File: src/rtl/m2ff_delay.sv
// -----------------------------------------------------------------------------
// m2ff_delay
// Fixed-length register line that keeps side data in step with the root
// pipeline.
// -----------------------------------------------------------------------------
module m2ff_delay #(
   parameter int Width = 8,
   parameter int Depth = 4
) (
   input  logic             clock,
   input  logic [Width-1:0] din,
   output logic [Width-1:0] dout
);
   logic [Width-1:0] tap_ff [Depth];

   always_ff @(posedge clock) begin
      tap_ff[0] <= din;
      for (int i = 1; i < Depth; i++) begin
         tap_ff[i] <= tap_ff[i-1];
      end
   end

   assign dout = tap_ff[Depth-1];

endmodule

File: config.mk
export PLATFORM = sky130hd
export DESIGN_NAME = m2ff_delay
export DESIGN_NICKNAME = d
export VERILOG_FILES = /design/src/rtl/m2ff_delay.sv
export SDC_FILE = /design/constraint.sdc
export NUM_CORES = 1
export LEC_CHECK = 0
export ABC_CLOCK_PERIOD_IN_PS = 800
export BUFFER_PORTS_ARGS = -buffer_cell sky130_fd_sc_hd__buf_2
export CAP_MARGIN = 30
export CORE_AREA = 3 3 40 42
export CTS_BUF_LIST = sky130_fd_sc_hd__clkbuf_8
export CTS_CLUSTER_SIZE = 25
export DETAILED_ROUTE_END_ITERATION = 16
export DIE_AREA = 0 0 43 45
export GPL_TIMING_DRIVEN = 0
export PLACE_DENSITY = 0.72
export SLEW_MARGIN = 20
export SYNTH_ARGS = -nofsm -noshare
export SYNTH_HDL_FRONTEND = slang
export SYNTH_SLANG_ARGS = --single-unit
File: constraint.sdc
create_clock -name clock -period 0.8 [get_ports clock]
set_input_delay 0.12 -clock clock [delete_from_list [all_inputs] [get_ports clock]]
set_output_delay 0.12 -clock clock [all_outputs]
set_load 0.03 [all_outputs]
# Yosys cells after proc, flatten, opt, wreduce, memory -nomap -nowiden
# Memories as Yosys holds them, arrays and structs flattened.
# Index checks and enable logic that the tools add are counted.
dict set report word_totals {
  reg_bits 0
  ramBits 32
  in_bits 9
  output_inout_bits 8
  word_cells 1
  memories 1
}
# name words word_bits rd rd_clocked_by_memory_dff wr line
set mem_list {}
lappend mem_list {tap_ff 4 8 4 0 4 14} ;# logic [Width-1:0] tap_ff [Depth];

# Depth between registers and ports, before layout
dict set report logic_depth {
  depth_word 0
  mapped_depth 0
  mapped_depth_nobuf 0
}

# Worst setup path before layout
# Ideal clock, no wire load.
dict set report synth_timing {
  kind {register to output}
  start {mem tap_ff[3][0]}
  end {out dout[0]}
  arrival_ns 0.459
  t_required_ns 0.680
  setup_slack_ns 0.221
  path_stages_with_launch 1
  n_path_buf 0
  cell_sequence {dfxtp_1}
}
# element line
set synth_lines {}
lappend synth_lines {{from (decl)} 14}
lappend synth_lines {{to (decl)} 12} ;# output logic [Width-1:0] dout

==> flow_metrics.tcl <==
set metrics [dict create \
    layout_commonest_cell "dfxtp_1" \
    clock_tree_from_tritoncts "built" \
    cts_buffer_depth 2 \
    synthesis_to_layout_area_growth_pct 54.1 \
    hold_slack_ns 0.319 \
    maximum_number_of_pins_on_one_net_before_global_route_repair 11 \
    critical_path.startpoint_type "register" \
    final_min_period_over_clock_period 1.04 \
    final_antenna_net_count 0 \
    synthesized_instance_count 32 \
    min_period_ns 0.834 \
    timing.fmax_ghz 1.20 \
    vias 301 \
    groute.usage.overall 0.101 \
    global_route.overflow_total 0 \
    design.portCount 17 \
    avgSynthCellArea_um2 20.0 \
    timing.critical_path.required_ns 0.68 \
    place.port_buffers 16 \
    clock_tree.root_cell "clkbuf_8" \
    cp_data_arrival_time_ns 0.71 \
    clock_latency_ns 0.27 \
    slew-limit-headroom 0.945 \
    clkTransAtPathRegs_ns 0.06 \
    floorplan.core_area_um2 1280 \
    netlist_area_before_placement_um2 641 \
    die-height_um 45 \
    slew_at_the_pin_with_the_worst_max_slew_slack_ns 0.0827 \
    synth_warnings 0 \
    capturing_element_type_of_the_critical_path "output pin" \
    drv_slew 0 \
    post_route_insts_no_fill 79 \
    top_register "tap_ff" \
    number_of_multi_input_logic_gates 0 \
    synthDistinctLibCells 1 \
    failed_checks "negative setup slack" \
    cpLargestDelayFamily "flip-flops" \
    cts_post_setup_buffers_inserted 0 \
    rsz_0062_raised_after_global_routing "true" \
    synth.yosys.seq_area_share 1.00 \
    setup.worst_path.class "reg2out" \
    placement_rows 13 \
    largest_registers "tap_ff: 32 flops" \
    run_status "finished, violations left" \
    synthesis.nets 41 \
    drt_first_pass_iters 2 \
    crit_path_max_fanout 1 \
    fin_skew_ns 0.00727 \
    gp_congestion 0.560 \
    drt_iter0_markers 3 \
    finalWirelength_um 727 \
    worstPathBufferInverterCount 1 \
    mostFrequentLayoutCells "dfxtp_1, dlygate4sd3_1, buf_2, buf_6, dfxtp_2" \
    clock_sinks 32 \
    viasPerCell 3.81 \
    floorplan.die.width_um 43 \
    critical_path.cell_chain "buf_6" \
    largest_register_ffs 32 \
    leakage_power_uw 0.000443 \
    final_nets 72 \
    post-place-cells 63 \
    tritoncts.num_buffers 5 \
    design.die.area_um2 1940 \
    power_uw 3250 \
    grt_first_pass_wirelength_um 1250 \
    yosys_register_bits 32 \
    fin_ws_ns -0.0343 \
    post_route_cells_drive_above_1_share 0.484 \
    floorplan.initialDensity 0.499 \
    powerDensity_nw_per_um2 3290 \
    worst_ir_drop_vdd_uv 2410 \
    critical-path-max-stage-delay_ns 0.32 \
    route.detailed.wl_per_inst_um 9.20 \
    first_global_vias 313 \
    maxCapViolations 0 \
    timing.hold.worst.class "reg2reg" \
    cts-htree-levels 2 \
    drc_errors 0 \
    antennaDiodeCount 0 \
    finalHoldViolCount 0 \
    utilization_after_layout 0.768 \
    setup_viol_count_final 8 \
    antenna_found_initial 0 \
    multi_input_area_um2 0 \
    crit_slowest_cell "dfxtp_2" \
]
through the flow:
stage / setup slack, ns / instance area, µm² / TNS [ns]
2_1_floorplan: 0.221 / 641 / 0
5_1_grt: -0.0700 / 987 / -0.491
3_3_place_gp: 0.217 / 739 / 0
6_report: -0.0343 / 987 / -0.244
3_5_place_dp: 0.201 / 739 / 0
4_1_cts: -0.0486 / 987 / -0.347
cells by family (layout without fill, tap and decap cells):
| kind of cell | after synthesis | count (layout) | synth area share |
|---|---|---|---|
| buffers and inverters | 0 | 32 | 0 |
| DFF | 32 | 32 | 1.00 |
report_power, final:
part	switching, µW	internal (µW)	total (µW)
registers	20.6	1680	1700
clock network	501	909	1410
logic	59.4	77.8	137
total	581	2670	3250
cell type report:
| type | count | area (µm²) |
|---|---|---|
| tap | 15 | 18.8 |
| clock buffer | 5 | 68.8 |
| fill | 79 | 298 |
| clock inverter | 3 | 38.8 |
| sequential | 32 | 651 |
| timing repair buffer | 24 | 210 |
path summary, 6_finish.rpt:
kind / depth (start not counted) / end / from / slack (ns)
worst min-delay path: 0 / tap_ff[1][0]$_DFF_P_ / tap_ff[0][0]$_DFF_P_ / 0.32
worst max register to register: 0 / tap_ff[2][2]$_DFF_P_ / tap_ff[1][2]$_DFF_P_ / 0.40
worst min register to register: 0 / tap_ff[1][0]$_DFF_P_ / tap_ff[0][0]$_DFF_P_ / 0.32
worst max-delay path: 1 / dout[0] / tap_ff[3][0]$_DFF_P_ / -0.03
cell usage after synthesis:
master   number  share of area
dfxtp_1      32            1.0
per-layer routing:
layer,wire [µm],vias up,track usage
li1,-,158,-
met1,271,125,0.0969
met2,363,18,0.141
met3,92,0,0.0637
met4,0,0,0.108
met5,0,-,0
repair_timing:
action	in CTS	in global routing
hold buffers	8	0
endpoints found under the setup margin	8	8
gates cloned	0	0
pin swaps	0	0
endpoints found under the hold margin	8	0
gates resized for setup	24	0
(Power assumes the default switching activity.)
