==> config.mk <==
export PLATFORM = sky130hd
export DESIGN_NAME = m2ff_flux_lane
export DESIGN_NICKNAME = d
export VERILOG_FILES = /design/src/rtl/m2ff_pkg.sv /design/src/rtl/m2ff_flux_lane.sv
export SDC_FILE = /design/constraint.sdc
export NUM_CORES = 1
export LEC_CHECK = 0
export BUFFER_PORTS_ARGS = -buffer_cell sky130_fd_sc_hd__buf_4
export CELL_PAD_IN_SITES_DETAIL_PLACEMENT = 1
export CELL_PAD_IN_SITES_GLOBAL_PLACEMENT = 1
export CORE_MARGIN = 2
export CORE_UTILIZATION = 40
export DETAILED_ROUTE_END_ITERATION = 12
export PLACE_DENSITY_LB_ADDON = 0.3
export SLEW_MARGIN = 15
export SYNTH_ARGS = -nofsm -noshare
export SYNTH_HDL_FRONTEND = slang
export SYNTH_SLANG_ARGS = --single-unit
export TNS_END_PERCENT = 1
==> constraint.sdc <==
create_clock -name clock -period 9.7 [get_ports clock]
set_input_delay 1.94 -clock clock [delete_from_list [all_inputs] [get_ports clock]]
set_output_delay 1.94 -clock clock [all_outputs]
set_load 0.01 [all_outputs]
==> src/rtl/m2ff_pkg.sv <==
// -----------------------------------------------------------------------------
// m2ff_pkg
// Shared codes for the 2D Maxwell face flux unit: flux modes, register
// indexes and the configuration bus geometry.
// -----------------------------------------------------------------------------
package m2ff_pkg;

   // Configuration bus geometry: one register, word aligned
   localparam int CSR_DATA_WIDTH = 32;
   localparam int CSR_ADDR_WIDTH = 3;

   // Register index as decoded from the word address bit
   localparam logic [0:0] REG_FLUX_MODE = 1'b0;

   typedef enum logic {
      FLUX_CENTERED = 1'b0,
      FLUX_UPWIND   = 1'b1
   } flux_mode_type;

   localparam flux_mode_type FLUX_MODE_RESET = FLUX_UPWIND;

endpackage

==> src/rtl/m2ff_flux_lane.sv <==
// -----------------------------------------------------------------------------
// m2ff_flux_lane
// Tail of one flux component: jump penalty product (upwind mode only),
// accumulate, then round to nearest (ties up) and saturate. Three register stages.
// -----------------------------------------------------------------------------
module m2ff_flux_lane #(
   parameter int StateWidth  = 24,
   parameter int NormalWidth = 16
) (
   input  logic                                      clock,
   input  m2ff_pkg::flux_mode_type                   mode,
   input  logic signed [NormalWidth+StateWidth+1:0]  partial,
   input  logic signed [StateWidth:0]                jump,
   input  logic        [NormalWidth-1:0]             root,
   output logic signed [StateWidth-1:0]              flux
);
   import m2ff_pkg::*;

   localparam int PartW = NormalWidth + StateWidth + 2;
   localparam int AccW  = PartW + 1;
   localparam int Shift = NormalWidth - 1;
   localparam logic signed [AccW-1:0] Half = AccW'(1) <<< (Shift - 1);
   localparam logic signed [StateWidth-1:0] MaxV = {1'b0, {(StateWidth-1){1'b1}}};
   localparam logic signed [StateWidth-1:0] MinV = {1'b1, {(StateWidth-1){1'b0}}};

   logic signed [PartW-1:0]      pen_ff;
   logic signed [PartW-1:0]      part_ff;
   logic signed [AccW-1:0]       acc_ff;
   logic signed [AccW-1:0]       rounded;
   logic signed [AccW-1:0]       shifted;
   logic                         over_pos;
   logic                         over_neg;
   logic signed [StateWidth-1:0] flux_in;
   logic signed [StateWidth-1:0] flux_ff;

   always_ff @(posedge clock) begin
      if (mode == FLUX_UPWIND) begin
         pen_ff <= PartW'(signed'({1'b0, root})) * PartW'(jump);
      end else begin
         pen_ff <= '0;
      end
      part_ff <= partial;
      acc_ff  <= AccW'(part_ff) - AccW'(pen_ff);
      flux_ff <= flux_in;
   end

   assign rounded  = acc_ff + Half;
   assign shifted  = rounded >>> Shift;
   assign over_pos = !shifted[AccW-1] && (|shifted[AccW-1:StateWidth-1]);
   assign over_neg = shifted[AccW-1] && !(&shifted[AccW-1:StateWidth-1]);

   always_comb begin
      if (over_pos) begin
         flux_in = MaxV;
      end else if (over_neg) begin
         flux_in = MinV;
      end else begin
         flux_in = shifted[StateWidth-1:0];
      end
   end

   assign flux = flux_ff;

endmodule

-- Word-level counts from Yosys, hierarchy flattened
Cells that the tools add are included.
- flip-flop bits (word level): 151
- input bits: 85
- output and inout port bits: 24
- add/sub/neg operators: 2
- multiply operators: 1
- mux-type cells: 1
- reduce and logical (&&, ||, !) cells: 6
- operators with widths (kind ; number):
    adder 43 x 16 -> 43 bit (second input constant) ; 1
    subtractor 42 x 42 -> 43 bit ; 1
    multiplier 17 x 25 -> 42 bit ; 1
    two-way mux 24 bit ; 1
    AND reduction 5 bit ; 1
    OR reduction 5 bit ; 1
    logical AND 1 bit ; 2
    zero test 1 bit ; 2

-- Longest topological paths before layout
- word-level depth: 5
- depth in mapped cells: 25
- depth with buffers taken out: 24

-- Least setup slack after synthesis
Ideal clock, no wire load.
- path kind: input to register
- start point: input port root[4]
- end point: register pen_ff[41]
- library setup time: 123 ps
- data arrival time: 7612 ps
- data required time: 9577 ps
- path slack: 1965 ps
- stages: 22
- path buffers: 2
- path through: clkbuf_1 -> clkbuf_1 -> nand2_1 -> fa_1 -> fa_1 -> fa_1 -> inv_1 -> fa_1 -> fa_1 -> inv_1 -> fa_1 -> inv_1 -> ha_1 -> and4_1 -> and2_1 -> a31oi_1 -> o211ai_1 -> or3_1 -> o21ai_1 -> a21boi_2 -> o21ai_1 -> mux2_1
- cells in the longest elaborated chain, start to end: 1
- RTL lines (what ; line ; source):
    start: declaration ; m2ff_flux_lane.sv:14 ; input logic [NormalWidth-1:0] root,
    multiplier 17 x 25 -> 42 bit ; m2ff_flux_lane.sv:38 ; pen_ff <= PartW'(signed'({1'b0, root})) * PartW'(jump);
    end signal: assignment ; m2ff_flux_lane.sv:38 ;
    end: declaration ; m2ff_flux_lane.sv:26 ; logic signed [PartW-1:0] pen_ff;
No other way between the ends.
A chain may end at the register's enable or synchronous reset.

-- Worst setup path after layout
- start point: input port root[2]
- end point: register pen_ff[41]
Same word-level chain as after synthesis.

==> results.json <==
{
  "status": "finished clean",
  "grt_use_total_pct": 21.7,
  "path_class": "in -> reg",
  "synth_area_leaders": "fa_1, dfxtp_1, inv_1",
  "clk_latency_ps": 430,
  "ys_seq_elements": 137,
  "syn_inst": 2205,
  "max_slew_margin_pct": 62.7,
  "hold_class": "reg -> reg",
  "fin_crit_sh_pct": 79.8,
  "whs_endpoint": "flux[23]",
  "period_needed_ps": 7740,
  "drive_gt1_share_pct": 7.51,
  "endpoint_kind": "flop",
  "final_max_slew_viol_count": 0,
  "overflow": 0,
  "yosys_warnings": 0,
  "pin_count": 109,
  "reg2reg_from": "acc_ff[15]",
  "final_cells": 2940,
  "cts-buffers-inserted": 17,
  "cts_root_buf": "clkbuf_16",
  "setup-violations-final": 0,
  "cp_max_fo": 25,
  "synth-seq-area-share_pct": 13.7,
  "hold_path_startpoint": "acc_ff[42]",
  "cts_max_level": 4,
  "crit_required_ps": 10010,
  "place_inst": 2908,
  "clkSinkCount": 137,
  "syn_nets": 2826,
  "grt_pass1_vias": 16200,
  "ctsResizeCount": 0,
  "fin_skew_ps": 9.05,
  "post-route-util_pct": 44.7,
  "drt-initial-drc-count": 635,
  "routabilityCongestion": 0.869,
  "rows": 81,
  "wirelength_um": 53300,
  "fmax_mhz": 129,
  "tightest_slew_ps": 558,
  "netlist.area_leader.share_pct": 39.2,
  "post-route-drc-count": 0,
  "synth_ff_type": "dfxtp_1",
  "netlist_area_sq_um": 20000,
  "cts-hold-fix-buffers": 0,
  "clockBufferDepth": 2,
  "cts_tree": "built",
  "cp-start-kind": "primary input",
  "hpwl_um": 43600,
  "nNetsFinal": 2884,
  "worst_r2r_path_depth": 10,
  "grt_pass1_wl_um": 86700,
  "antenna_found_initial": 0,
  "ant_nets": 0,
  "hold_viol": 0,
  "drt-pass1-iter-count": 5,
  "fp.dieW_um": 227,
  "worstHoldPathCells": 1,
  "r2r_slack_ps": 6910,
  "grt_max_degree": 26,
  "area_growth_pct": 9.95,
  "avgSynthCellArea_sq_um": 9.06,
  "drv_cap": 0,
  "timing.rr.end": "flux[3]",
  "synth.distinct_cells": 75,
  "wire_per_inst_um": 18.1,
  "cp.arrival_ps": 8050,
  "io_buffer_count": 108,
  "rsz0062_at_grt": "no",
  "setup_tns_ps": 0,
  "dieArea_sq_um": 51700,
  "post_cts_buffers": 0,
  "cts.reportedPaths.clkPinSlew_ps": 60,
  "synth_top_area_cell": "fa_1",
  "async_reset_ff_share_pct": 0,
  "n_fill_cell": 5703,
  "diodes": 0,
  "routed_via_density": 4.87,
  "synth-edff-count": 0,
  "coreArea_sq_um": 49200,
  "start_util_pct": 40.6,
  "die_y_um": 227,
  "vias": 14300
}
-- state kept, by name, summed over array words and instances, names as in the netlist --
| name | cells |
|---|---|
| part_ff | 42 |
| flux | 24 |
| acc_ff | 29 |
| pen_ff | 42 |
-- how the worst max path moves through the flow --
| stage | startpoint | endpoint | depth (start not counted) |
|---|---|---|---|
| finish | root[2] | pen_ff[41] | 21 |
| global route | root[2] | pen_ff[41] | 21 |
| CTS | root[2] | pen_ff[41] | 21 |
| detailed placement | root[5] | pen_ff[41] | 22 |
| global placement | root[2] | pen_ff[41] | 21 |
| floorplan | root[4] | pen_ff[41] | 22 |
-- worst max-delay path: stages --
cell and delay (ps):
buf_4 290, nand2_1 140, fa_1 520, fa_1 550
fa_1 540, inv_1 60, fa_1 520, fa_1 510
inv_1 50, fa_1 520, inv_1 60, ha_1 360
a21o_1 210, a21o_1 170, a21oi_1 190, o211ai_1 160
or3_1 340, o21ai_1 270, a21boi_2 120, o21ai_1 170
mux2_1 340
-- cell usage after synthesis, types with 5 or more instances --
master,count
nand2b_1,14
dfxtp_1,137
ha_1,145
nor2b_1,11
xor2_1,35
o21bai_1,5
nand4_1,15
a211oi_1,14
a21o_1,34
fa_1,391
o21ai_1,31
nand3_1,20
nor3_1,12
or3_1,7
xnor2_1,40
and2_1,173
a31oi_1,10
clkbuf_1,67
nor2_1,53
and3_1,5
o21ai_0,28
o21a_1,8
a21oi_1,54
inv_1,541
nand2_1,273
-- metrics by stage --
| stage | hold WS [ps] | area (sq um) | worst slack [ps] |
|---|---|---|---|
| global placement | 523 | 21300 | 1690 |
| detailed placement | 519 | 21300 | 1530 |
| finish | 545 | 22000 | 1960 |
| global route | 575 | 22000 | 1720 |
| CTS | 553 | 22000 | 1980 |
| floorplan | 497 | 20000 | 1970 |
-- layer usage --
metal	global-route usage, %	share of wire (%)	up-vias
met5	0	0	-
met4	4.49	1.5	0
met3	3.30	4.5	57
li1	-	-	6710
met1	30.2	48	7266
met2	36.0	46	281
-- layout by cell type (no fill, tap or decap), types with 4 or more instances in the layout --
cell	n
inv_1	541
fa_1	391
nand2_1	273
and2_1	173
ha_1	145
dfxtp_1	137
buf_4	110
a21oi_1	54
nor2_1	53
xnor2_1	40
xor2_1	35
a21o_1	34
o21ai_1	31
o21ai_0	28
nand3_1	20
clkbuf_16	17
nand4_1	15
a211oi_1	14
nand2b_1	14
nor3_1	12
nor2b_1	11
a31oi_1	10
o21a_1	8
or3_1	7
and3_1	5
o21bai_1	5
inv_6	5
o211ai_1	4
and4_1	4
a211o_1	4
mux2i_1	4
clkinvlp_4	4
-- layout make-up --
type                            instances  area (sq um)  area share, %
Multi-Input combinational cell       1456         14900           67.9
Sequential cell                       137          2740           12.5
Inverter                              541          2030           9.25
Tap cell                              664           831           3.78
Timing Repair Buffer                  110           826           3.76
Clock buffer                           18           429           1.95
Clock inverter                         14           184          0.837
-- cells by family (layout without fill, tap and decap cells) --
logic type	after synthesis	after routing	synth area share, %
and+or+nand+nor	611	611	15.3
xor gates and xnor gates	76	76	3.37
adders and majority gates	536	536	48.3
muxes	6	6	0.313
buffers and inverters	612	683	11.6
AOI/OAI and AO/OA	227	227	7.44
DFF	137	137	13.7
Power is not shown: default switching activity piles up to over one toggle a cycle in this logic, so the estimate is an artifact.
