**config.mk**
```make
export PLATFORM = sky130hd
export DESIGN_NAME = m2ff_isqrt
export DESIGN_NICKNAME = d
export VERILOG_FILES = /design/src/rtl/m2ff_isqrt.sv
export SDC_FILE = /design/constraint.sdc
export NUM_CORES = 1
export LEC_CHECK = 0
export ABC_AREA = 1
export BUFFER_PORTS_ARGS = -buffer_cell sky130_fd_sc_hd__buf_2
export CORE_UTILIZATION = 42
export DETAILED_ROUTE_END_ITERATION = 10
export GPL_ROUTABILITY_DRIVEN = 0
export PLACE_DENSITY = 0.53
export SETUP_SLACK_MARGIN = 0.5
export SYNTH_ARGS = -nofsm -noshare
export SYNTH_HDL_FRONTEND = slang
export SYNTH_SLANG_ARGS = --single-unit
```
**constraint.sdc**
```tcl
create_clock -name clock -period 2.38 [get_ports clock]
set_input_delay 0.476 -clock clock [delete_from_list [all_inputs] [get_ports clock]]
set_output_delay 0.476 -clock clock [all_outputs]
set_load 0.005 [all_outputs]
```
**src/rtl/m2ff_isqrt.sv**
```systemverilog
// -----------------------------------------------------------------------------
// m2ff_isqrt
// Pipelined integer square root, one result bit per stage, rounded to
// nearest in a final stage, one operand a cycle.
// -----------------------------------------------------------------------------
module m2ff_isqrt #(
   parameter int RootWidth = 16
) (
   input  logic                     clock,
   input  logic                     reset,
   input  logic                     in_valid,
   input  logic [2*RootWidth-1:0]   radicand,
   output logic                     out_valid,
   output logic [RootWidth-1:0]     root
);
   localparam int RadW = 2 * RootWidth;
   localparam int RemW = RootWidth + 2;

   logic [RemW-1:0]      rem_src [RootWidth];
   logic [RootWidth-1:0] q_src   [RootWidth];
   logic [RadW-1:0]      rad_src [RootWidth];
   logic                 vld_src [RootWidth];

   logic [RemW-1:0]      rem_ff  [RootWidth];
   logic [RootWidth-1:0] q_ff    [RootWidth];
   logic [RadW-1:0]      rad_ff  [RootWidth];
   logic                 vld_ff  [RootWidth];

   logic [RootWidth-1:0] root_ff;
   logic [RootWidth-1:0] root_in;
   logic                 out_valid_ff;

   genvar k;
   generate
      for (k = 0; k < RootWidth; k++) begin : g_stage
         logic [RemW-1:0]      rem_sh;
         logic [RemW-1:0]      trial;
         logic                 fits;
         logic [RemW-1:0]      rem_in;
         logic [RootWidth-1:0] q_in;

         if (k == 0) begin : g_first
            assign rem_src[k] = '0;
            assign q_src[k]   = '0;
            assign rad_src[k] = radicand;
            assign vld_src[k] = in_valid;
         end else begin : g_next
            assign rem_src[k] = rem_ff[k-1];
            assign q_src[k]   = q_ff[k-1];
            assign rad_src[k] = rad_ff[k-1];
            assign vld_src[k] = vld_ff[k-1];
         end

         // bring down the next pair of radicand bits and try the new root bit
         assign rem_sh = {rem_src[k][RemW-3:0], rad_src[k][RadW-1:RadW-2]};
         assign trial  = {q_src[k], 2'b01};
         assign fits   = (rem_sh >= trial);
         assign rem_in = fits ? (rem_sh - trial) : rem_sh;
         assign q_in   = {q_src[k][RootWidth-2:0], fits};

         always_ff @(posedge clock) begin
            rem_ff[k] <= rem_in;
            q_ff[k]   <= q_in;
            rad_ff[k] <= {rad_src[k][RadW-3:0], 2'b00};
         end

         always_ff @(posedge clock) begin
            if (reset) begin
               vld_ff[k] <= 1'b0;
            end else begin
               vld_ff[k] <= vld_src[k];
            end
         end
      end
   endgenerate

   // round to nearest: step up when the remainder exceeds the floor root
   assign root_in = (rem_ff[RootWidth-1] > {2'b00, q_ff[RootWidth-1]})
                  ? q_ff[RootWidth-1] + 1'b1 : q_ff[RootWidth-1];

   always_ff @(posedge clock) begin
      root_ff <= root_in;
   end

   always_ff @(posedge clock) begin
      if (reset) begin
         out_valid_ff <= 1'b0;
      end else begin
         out_valid_ff <= vld_ff[RootWidth-1];
      end
   end

   assign root      = root_ff;
   assign out_valid = out_valid_ff;

endmodule

```
### Word level (Yosys, flattened, before mapping)

Memory sizes are Yosys's and may differ from the RTL's. A register that Yosys moved wholly into a read port is not among the register bits.
Index checks and enable logic that the tools add are counted.

| storage, ports and cells | value |
|---|---|
| output and inout bits | 17 |
| register bits after elaboration | 16 |
| memories kept | 4 |
| memory bits (writable) | 1,040 |

Memories:

| name | depth | width | read ports | clocked after Yosys merged registers in | write ports | line | RTL |
|---|---|---|---|---|---|---|---|
| rad_ff | 16 | 30 | 15 | 0 | 16 | 26 | `logic [RadW-1:0] rad_ff [RootWidth];` |
| rem_ff | 16 | 18 | 16 | 0 | 16 | 24 | `logic [RemW-1:0] rem_ff [RootWidth];` |
| q_ff | 16 | 16 | 16 | 0 | 16 | 25 | `logic [RootWidth-1:0] q_ff [RootWidth];` |
| vld_ff | 16 | 1 | 16 | 1 | 16 | 27 | `logic vld_ff [RootWidth];` |

| cells by class | value |
|---|---|
| mux-type cells | 36 |
| add/sub/neg operators | 17 |
| magnitude comparators | 17 |
| bitwise logic cells | 16 |

Operators by type and width:

| kind | number |
|---|---|
| $mux W18 | 16 |
| $ge A18 B18 Y1 | 15 |
| $sub A18 B18 Y18 | 15 |
| $mux W1 | 19 |
| $gt A18 B16 Y1 | 1 |
| $add A16 B1 Y16 const B | 1 |
| $mux W16 | 1 |
| $or A1 B1 Y1 | 16 |
| $sub A2 B1 Y3 const B | 1 |
| $ge A2 B1 Y1 const B | 1 |

### Depth between registers and ports, before layout

Gate-level depths: netlist of run 1.

| depth | value |
|---|---|
| depth after elaboration | 3 |
| depth in mapped cells | 14 |
| mapped depth without buffers | 14 |

### Worst setup path after synthesis of run 1

Ideal clock, no wire load.

| path | value |
|---|---|
| kind | reg-to-reg |
| from | mem q_ff[15][9], in the netlist q_ff[1][121] |
| to | reg root_ff[8], in the netlist root[8] |
| stages on the path, launching flop included | 13 |
| period minus slack after synthesis | 1.731 ns |
| data arrival time | 1.618 ns |
| library setup time | 0.113 ns |
| path slack | 0.649 ns |
| data required time | 2.267 ns |
| path through | dfxtp_1 -> inv_1 -> ha_1 -> nand2_1 -> nor2_1 -> nand3_1 -> nand3_1 -> nand2_1 -> nand2_2 -> nand2_2 -> buf_4 -> nand2_1 -> nand2_1 |

RTL lines:

| item | line | RTL |
|---|---|---|
| from (decl) | 25 |  |
| to (signal assigned) | 82 | `root_ff <= root_in;` |
| to (decl) | 29 | `logic [RootWidth-1:0] root_ff;` |

==> flow_summary.toml, run 1 <==
[die]
coreArea_sq_mm = 0.0646
dieArea_sq_mm = 0.0665
core.rowCount = 93
die_w_um = 258
ioPinCount = 52
initial_core_util_pct = 42.6
die_height_um = 258

[setup_path]
crit_path_start = "rad_ff[1][149]"
path_max_fanout = 7
cp-start-kind = "flip-flop"
critical_path_arrival_ps = 2340
crit_path_end_kind = "flip-flop"
worstReg2RegEnd = "rem_ff[1][105]"
cp.required_ps = 2860
r2r_cells = 9
worstReg2RegStart = "rad_ff[1][149]"
r2r_slack_ps = 520
path_class = "flip-flop to flip-flop"

[timing]
period_minus_slack_ps = 1860
skew_ps = 25.5
max_freq_mhz = 537
rsz0062_at_grt = "true"
hold_violations = 0
min_period_over_period_pct = 78.2
setup_violations = 0
drv_slew = 0
fin_setup_tns_ps = 0
hold_ws_ps = 53.5

[pwr]
power.internal_mw = 26.5
clkPwrFrac_pct = 28.7
fin_total_pwr_mw = 41.3
netSwitchingPower_mw = 14.7
ir_drop_v = 0.000654
power_switching_share_pct = 35.7
p_seq_share_pct = 36.6
power_density_mw_per_mm2 = 1180
combPwrFrac_pct = 34.6
p_leak_nw = 17.6

[routing]
dr.pass1.iters = 6
wl_mm = 66.7
wl_per_cell_um = 14.2
viasPerCell = 4.69
vias = 22000
antenna_left = 0
drc_errors = 0
initialDrtViolationCount = 1037

[placement]
place.port_buffers = 51
hpwl_mm = 47.3

[cts]
root_buffer = "clkbuf_16"
clk_latency_ps = 610
cts_buffers = 72
cts_max_path_buffers = 3
cts_tree = "done"
htreeDepth = 3
clk_pin_slew_ps = 60
clock-sinks = 651

[synth]
synth_top_flop_cell = "dfxtp_1"
synthAdderAreaFrac_pct = 7.78
synth_xor_area_share_pct = 3.57
synth_top_family_by_area = "simple AND/OR/NAND/NOR gates"
synth_nets = 3747
yosysSeqAreaShare_pct = 47.4
yosys_warnings = 0
yosys.area.top_type_share_pct = 47.4
avgSynthCellArea_sq_um = 7.76
synth_simple_gate_area_share_pct = 26.5
syn-instance-count = 3541
synth_edf_count = 0
async_reset_ff_share_pct = 0
syn_area_sq_mm = 0.0275
ys_types = 52
synthMuxAreaShare_pct = 0
ys_top_cells_by_count = "nand2_1, dfxtp_1, inv_1, nor2_1, nand3_1"
yosysTopAreaCell = "dfxtp_1"
synthTopCellsByArea = "dfxtp_1, nand2_1, ha_1"
synth_compound_area_share_pct = 6.02
yosysMostFrequentCell = "nand2_1"
ys_ff_latch = 651

[layout]
nNetsFinal = 3982
synthToLayoutAreaGrowth_pct = 26.8
drive_gt1_share_pct = 19.5
diodes = 0

[global_route]
grt_use_total_pct = 19.0
grt_pass1_vias = 20900
grt_pass1_wl_mm = 103
gr-total-overflow = 0
grt_max_degree = 19
antenna_found_initial = 0

[hold_path]
hp-class = "input pin to flip-flop"
whs_endpoint = "rem_ff[0][0]"
hp-start = "radicand[30]"
min_path_cells = 2

[status]
status = "completed"

[job]
drv_cap = 0
[state kept, by name (all words and copies together), names as in the netlist]
name and cells:
root 16, q_ff 136, rem_ff 242, vld_ff 16
out_valid 1, rad_ff 240
[per-layer routing]
metal	wire [um]	up-vias	GRT usage (%)
met2	32400	400	33.1
met3	2160	187	3.07
met5	0	-	0
li1	-	11500	-
met1	28900	9864	23.2
met4	3180	0	8.33
[critical path: stages (launching register included)]
cell and delay, ps:
dfxtp_1 330, inv_1 140, ha_1 250, nand3b_1 170, nand3_2 110, nand2_2 100, nand2_4 90, a21oi_4 280
clkbuf_16 220, a21oi_2 40
[stage by stage]
step | cell area, sq um | utilization, % | cells | setup WS [ps]
final | 34900 | 54.0 | 4688 | 518
after global placement | 28700 | 44.4 | 4433 | 120
after global routing | 34900 | 54.0 | 4688 | 471
after CTS | 32600 | 50.5 | 4628 | 461
after floorplan | 27500 | - | 3541 | 649
after detailed placement | 28700 | 44.4 | 4433 | 128
[power groups by stage]
| stage | clock network, mW | registers [mW] | logic (mW) |
|---|---|---|---|
| detailed placement | 0 | 14.9 | 11.5 |
| global route | 12.7 | 15.4 | 16.0 |
| finish | 11.9 | 15.1 | 14.3 |
| floorplan | 0 | 14.3 | 9.04 |
| global placement | 0 | 15.0 | 11.5 |
| CTS | 12.2 | 14.8 | 12.4 |
[what timing repair did]
item,4_1_cts,5_1_grt
hold buffers,30,0
cloned,7,17
buffers inserted,27,43
endpoints found under the setup margin,224,244
endpoints found under the hold margin,30,0
resized for setup,124,360
pin swaps,14,68
[cells by family after synthesis]
logic type	Yosys count
AO/OA/AOI/OAI	289
buffers and inverters	601
other	1
AND/OR/NAND/NOR	1716
adder cells (fa/ha/maj)	171
flip-flops	651
XOR/XNOR	112
[layout by cell type, fill, tap and decap left out, types with 11 or more instances in the layout]
cell and instances:
dfxtp_1 576, clkbuf_1 11, nand2_2 56, nand3_1 219, nand4_1 36, clkbuf_8 15
ha_1 59, buf_2 51, xor2_1 74, buf_4 66, o21ai_2 12, ha_4 102
inv_1 521, dlygate4sd3_1 30, nor3_1 40, a21oi_1 103, xnor2_1 37, nor2_1 214
nand2_1 1009, nor2_2 20, inv_2 40, o21ai_0 54, nand3_2 19, clkbuf_16 81
a21oi_2 42, dfxtp_2 70, nand3b_1 20, nand2_4 25, o21bai_1 11, nor2_4 21
o21ai_1 39
[cell type report]
type | instances | area, sq um
tap | 855 | 1070
inverter | 572 | 2200
timing repair buffer | 175 | 1530
timing repair inverter | 4 | 30.0
clock inverter | 30 | 474
multi-input combinational | 2300 | 14300
sequential | 651 | 13100
fill | 6146 | 29700
clock buffer | 101 | 2120
[how the worst max path moves through the flow]
| stage | slack (ps) | endpoint |
|---|---|---|
| 6_report | 520 | rem_ff[1][105] |
| 5_1_grt | 470 | root[10] |
| 3_5_place_dp | 130 | rem_ff[1][39] |
| 3_3_place_gp | 120 | rem_ff[1][39] |
| 4_1_cts | 460 | rem_ff[1][39] |
| 2_1_floorplan | 650 | root[8] |
Note: power is estimated with default switching activity, not from simulation.
==> run 2: changes to the inputs <==
- clock period: 2.38 -> 1.9 ns (I/O delays scaled with it)
==> flow_summary.toml, run 2 (synthesis results as in run 1) <==
[pwr]
ir_drop_v = 0.000696
p_leak_nw = 19.6
power_density_mw_per_mm2 = 1460

[cts]
clk_pin_slew_ps = 60
clk_latency_ps = 620
cts_max_path_buffers = 3
htreeDepth = 3
clock-sinks = 651
cts_buffers = 71
root_buffer = "clkbuf_16"
cts_tree = "done"

[setup_path]
cpMaxStageDelayCell = "dfxtp_2"
path_class = "flip-flop to flip-flop"
crit_path_max_incr_delay_ps = 340
path_cells = "inv_2 > ha_4 > nand2_4 > nor2_1 > nand3_2 > o21bai_4 > nor2_4 > buf_6 > buf_16 > nand2_4 > o21ai_2"
cp_common_cell = "nand2_4"
cp-start-kind = "flip-flop"
critical_path_arrival_ps = 2290
crit_path_end_kind = "flip-flop"
cp.required_ps = 2390
path_max_fanout = 5

[global_route]
grt_pass1_vias = 23500
antenna_found_initial = 1
grt_pass1_wl_mm = 118
grt_use_total_pct = 21.8
grt_max_degree = 19
gr-total-overflow = 0

[layout]
instances_no_fill = 4927
reg.largest.list = "rem_ff (242), rad_ff (240), q_ff (136)"
fill_cells = 5334
regMostFlops = "rem_ff"
mostFrequentLayoutCells = "nand2_1, dfxtp_1, inv_1, nand2_2, buf_4"
postLayoutCoreUtil_pct = 62.7
drive_gt1_share_pct = 44.4
largest_reg_flops = 242
layout_commonest_cell = "nand2_1"
diodes = 0
nNetsFinal = 4221
synthToLayoutAreaGrowth_pct = 47.2

[die]
dieArea_sq_mm = 0.0665
die_height_um = 258
die_w_um = 258
coreArea_sq_mm = 0.0646
core.rowCount = 93
initial_core_util_pct = 42.6
ioPinCount = 52

[hold_path]
hp-class = "input pin to flip-flop"

[routing]
viasPerCell = 4.87
initialDrtViolationCount = 1268
wl_mm = 75.5
dr.pass1.iters = 5
antenna_left = 0
drc_errors = 0
wl_per_cell_um = 15.3
vias = 24000

[placement]
dp.cells = 4479
hpwl_mm = 51.1
place.port_buffers = 51

[job]
drv_cap = 0

[timing]
hold_violations = 0
max_freq_mhz = 554
skew_ps = 29.8
drv_slew = 0
min_period_over_period_pct = 95.0
rsz0062_at_grt = "true"
setup_violations = 0
period_minus_slack_ps = 1810

[status]
status = "completed"
run 2: changes by cell type in the layout (fill, tap and decap cells not counted), moves of 114 or more:
cell,delta
nand2_1,-321
nand2_2,+206
buf_4,+184
dfxtp_1,-150
inv_1,-119
dfxtp_2,+114
run 2: path summary, 6_finish.rpt:
path	to	cells after the start	startpoint	slack, ps
max	rem_ff[0][111]	11	q_ff[0][81]	90
min	vld_ff[2]	2	reset	120
max reg2reg	rem_ff[0][111]	11	q_ff[0][81]	90
min reg2reg	rad_ff[0][106]	0	rad_ff[0][74]	310
run 2: what timing repair did:
item	CTS	global route
pin swaps	240	190
gates cloned	21	3
setup endpoints to repair	282	286
gates resized for setup	761	457
hold buffers	34	0
hold endpoints to repair	34	0
buffers inserted	197	63
run 2: area by class of cell:
class,instances,area [sq um],share of cell area [%]
multi-input combinational,2295,17400,43.0
sequential,651,13400,33.1
timing repair buffer,417,3740,9.24
inverter,572,2280,5.64
clock buffer,95,1990,4.91
tap,855,1070,2.64
clock inverter,35,505,1.25
timing repair inverter,7,88.8,0.219
run 2: through the flow:
step	hold WS [ps]	setup slack (ps)	TNS (ps)	cell area (sq um)	power, mW
floorplan	310	306	0	29600	31.8
global placement	309	17.8	0	31200	36.6
detailed placement	312	20.0	0	31200	36.6
CTS	86.7	146	0	38400	56.0
global route	105	-49.4	-106	40500	62.4
finish	122	94.9	0	40500	58.9
run 2: power breakdown:
part / switching (mW) / internal [mW]
sequential: 2.89 / 16.8
combinational: 13.7 / 11.1
clock: 5.68 / 8.81
total: 22.3 / 36.7
run 2: worst max-delay path, delay by kind of cell, from the launching register on:
| kind | cells | cell delay, ps |
|---|---|---|
| flops | 1 | 340 |
| buf+inv | 3 | 310 |
| simple gates | 5 | 530 |
| compound gates | 2 | 220 |
| fa+ha+maj | 1 | 290 |
run 2: layer usage:
metal | up-vias | share of wire, % | global-route usage (%)
met1 | 11200 | 45 | 28.2
met2 | 587 | 48 | 36.8
met4 | 0 | 3.3 | 7.71
met3 | 192 | 3.8 | 3.31
li1 | 12000 | - | -
met5 | - | 0 | 0
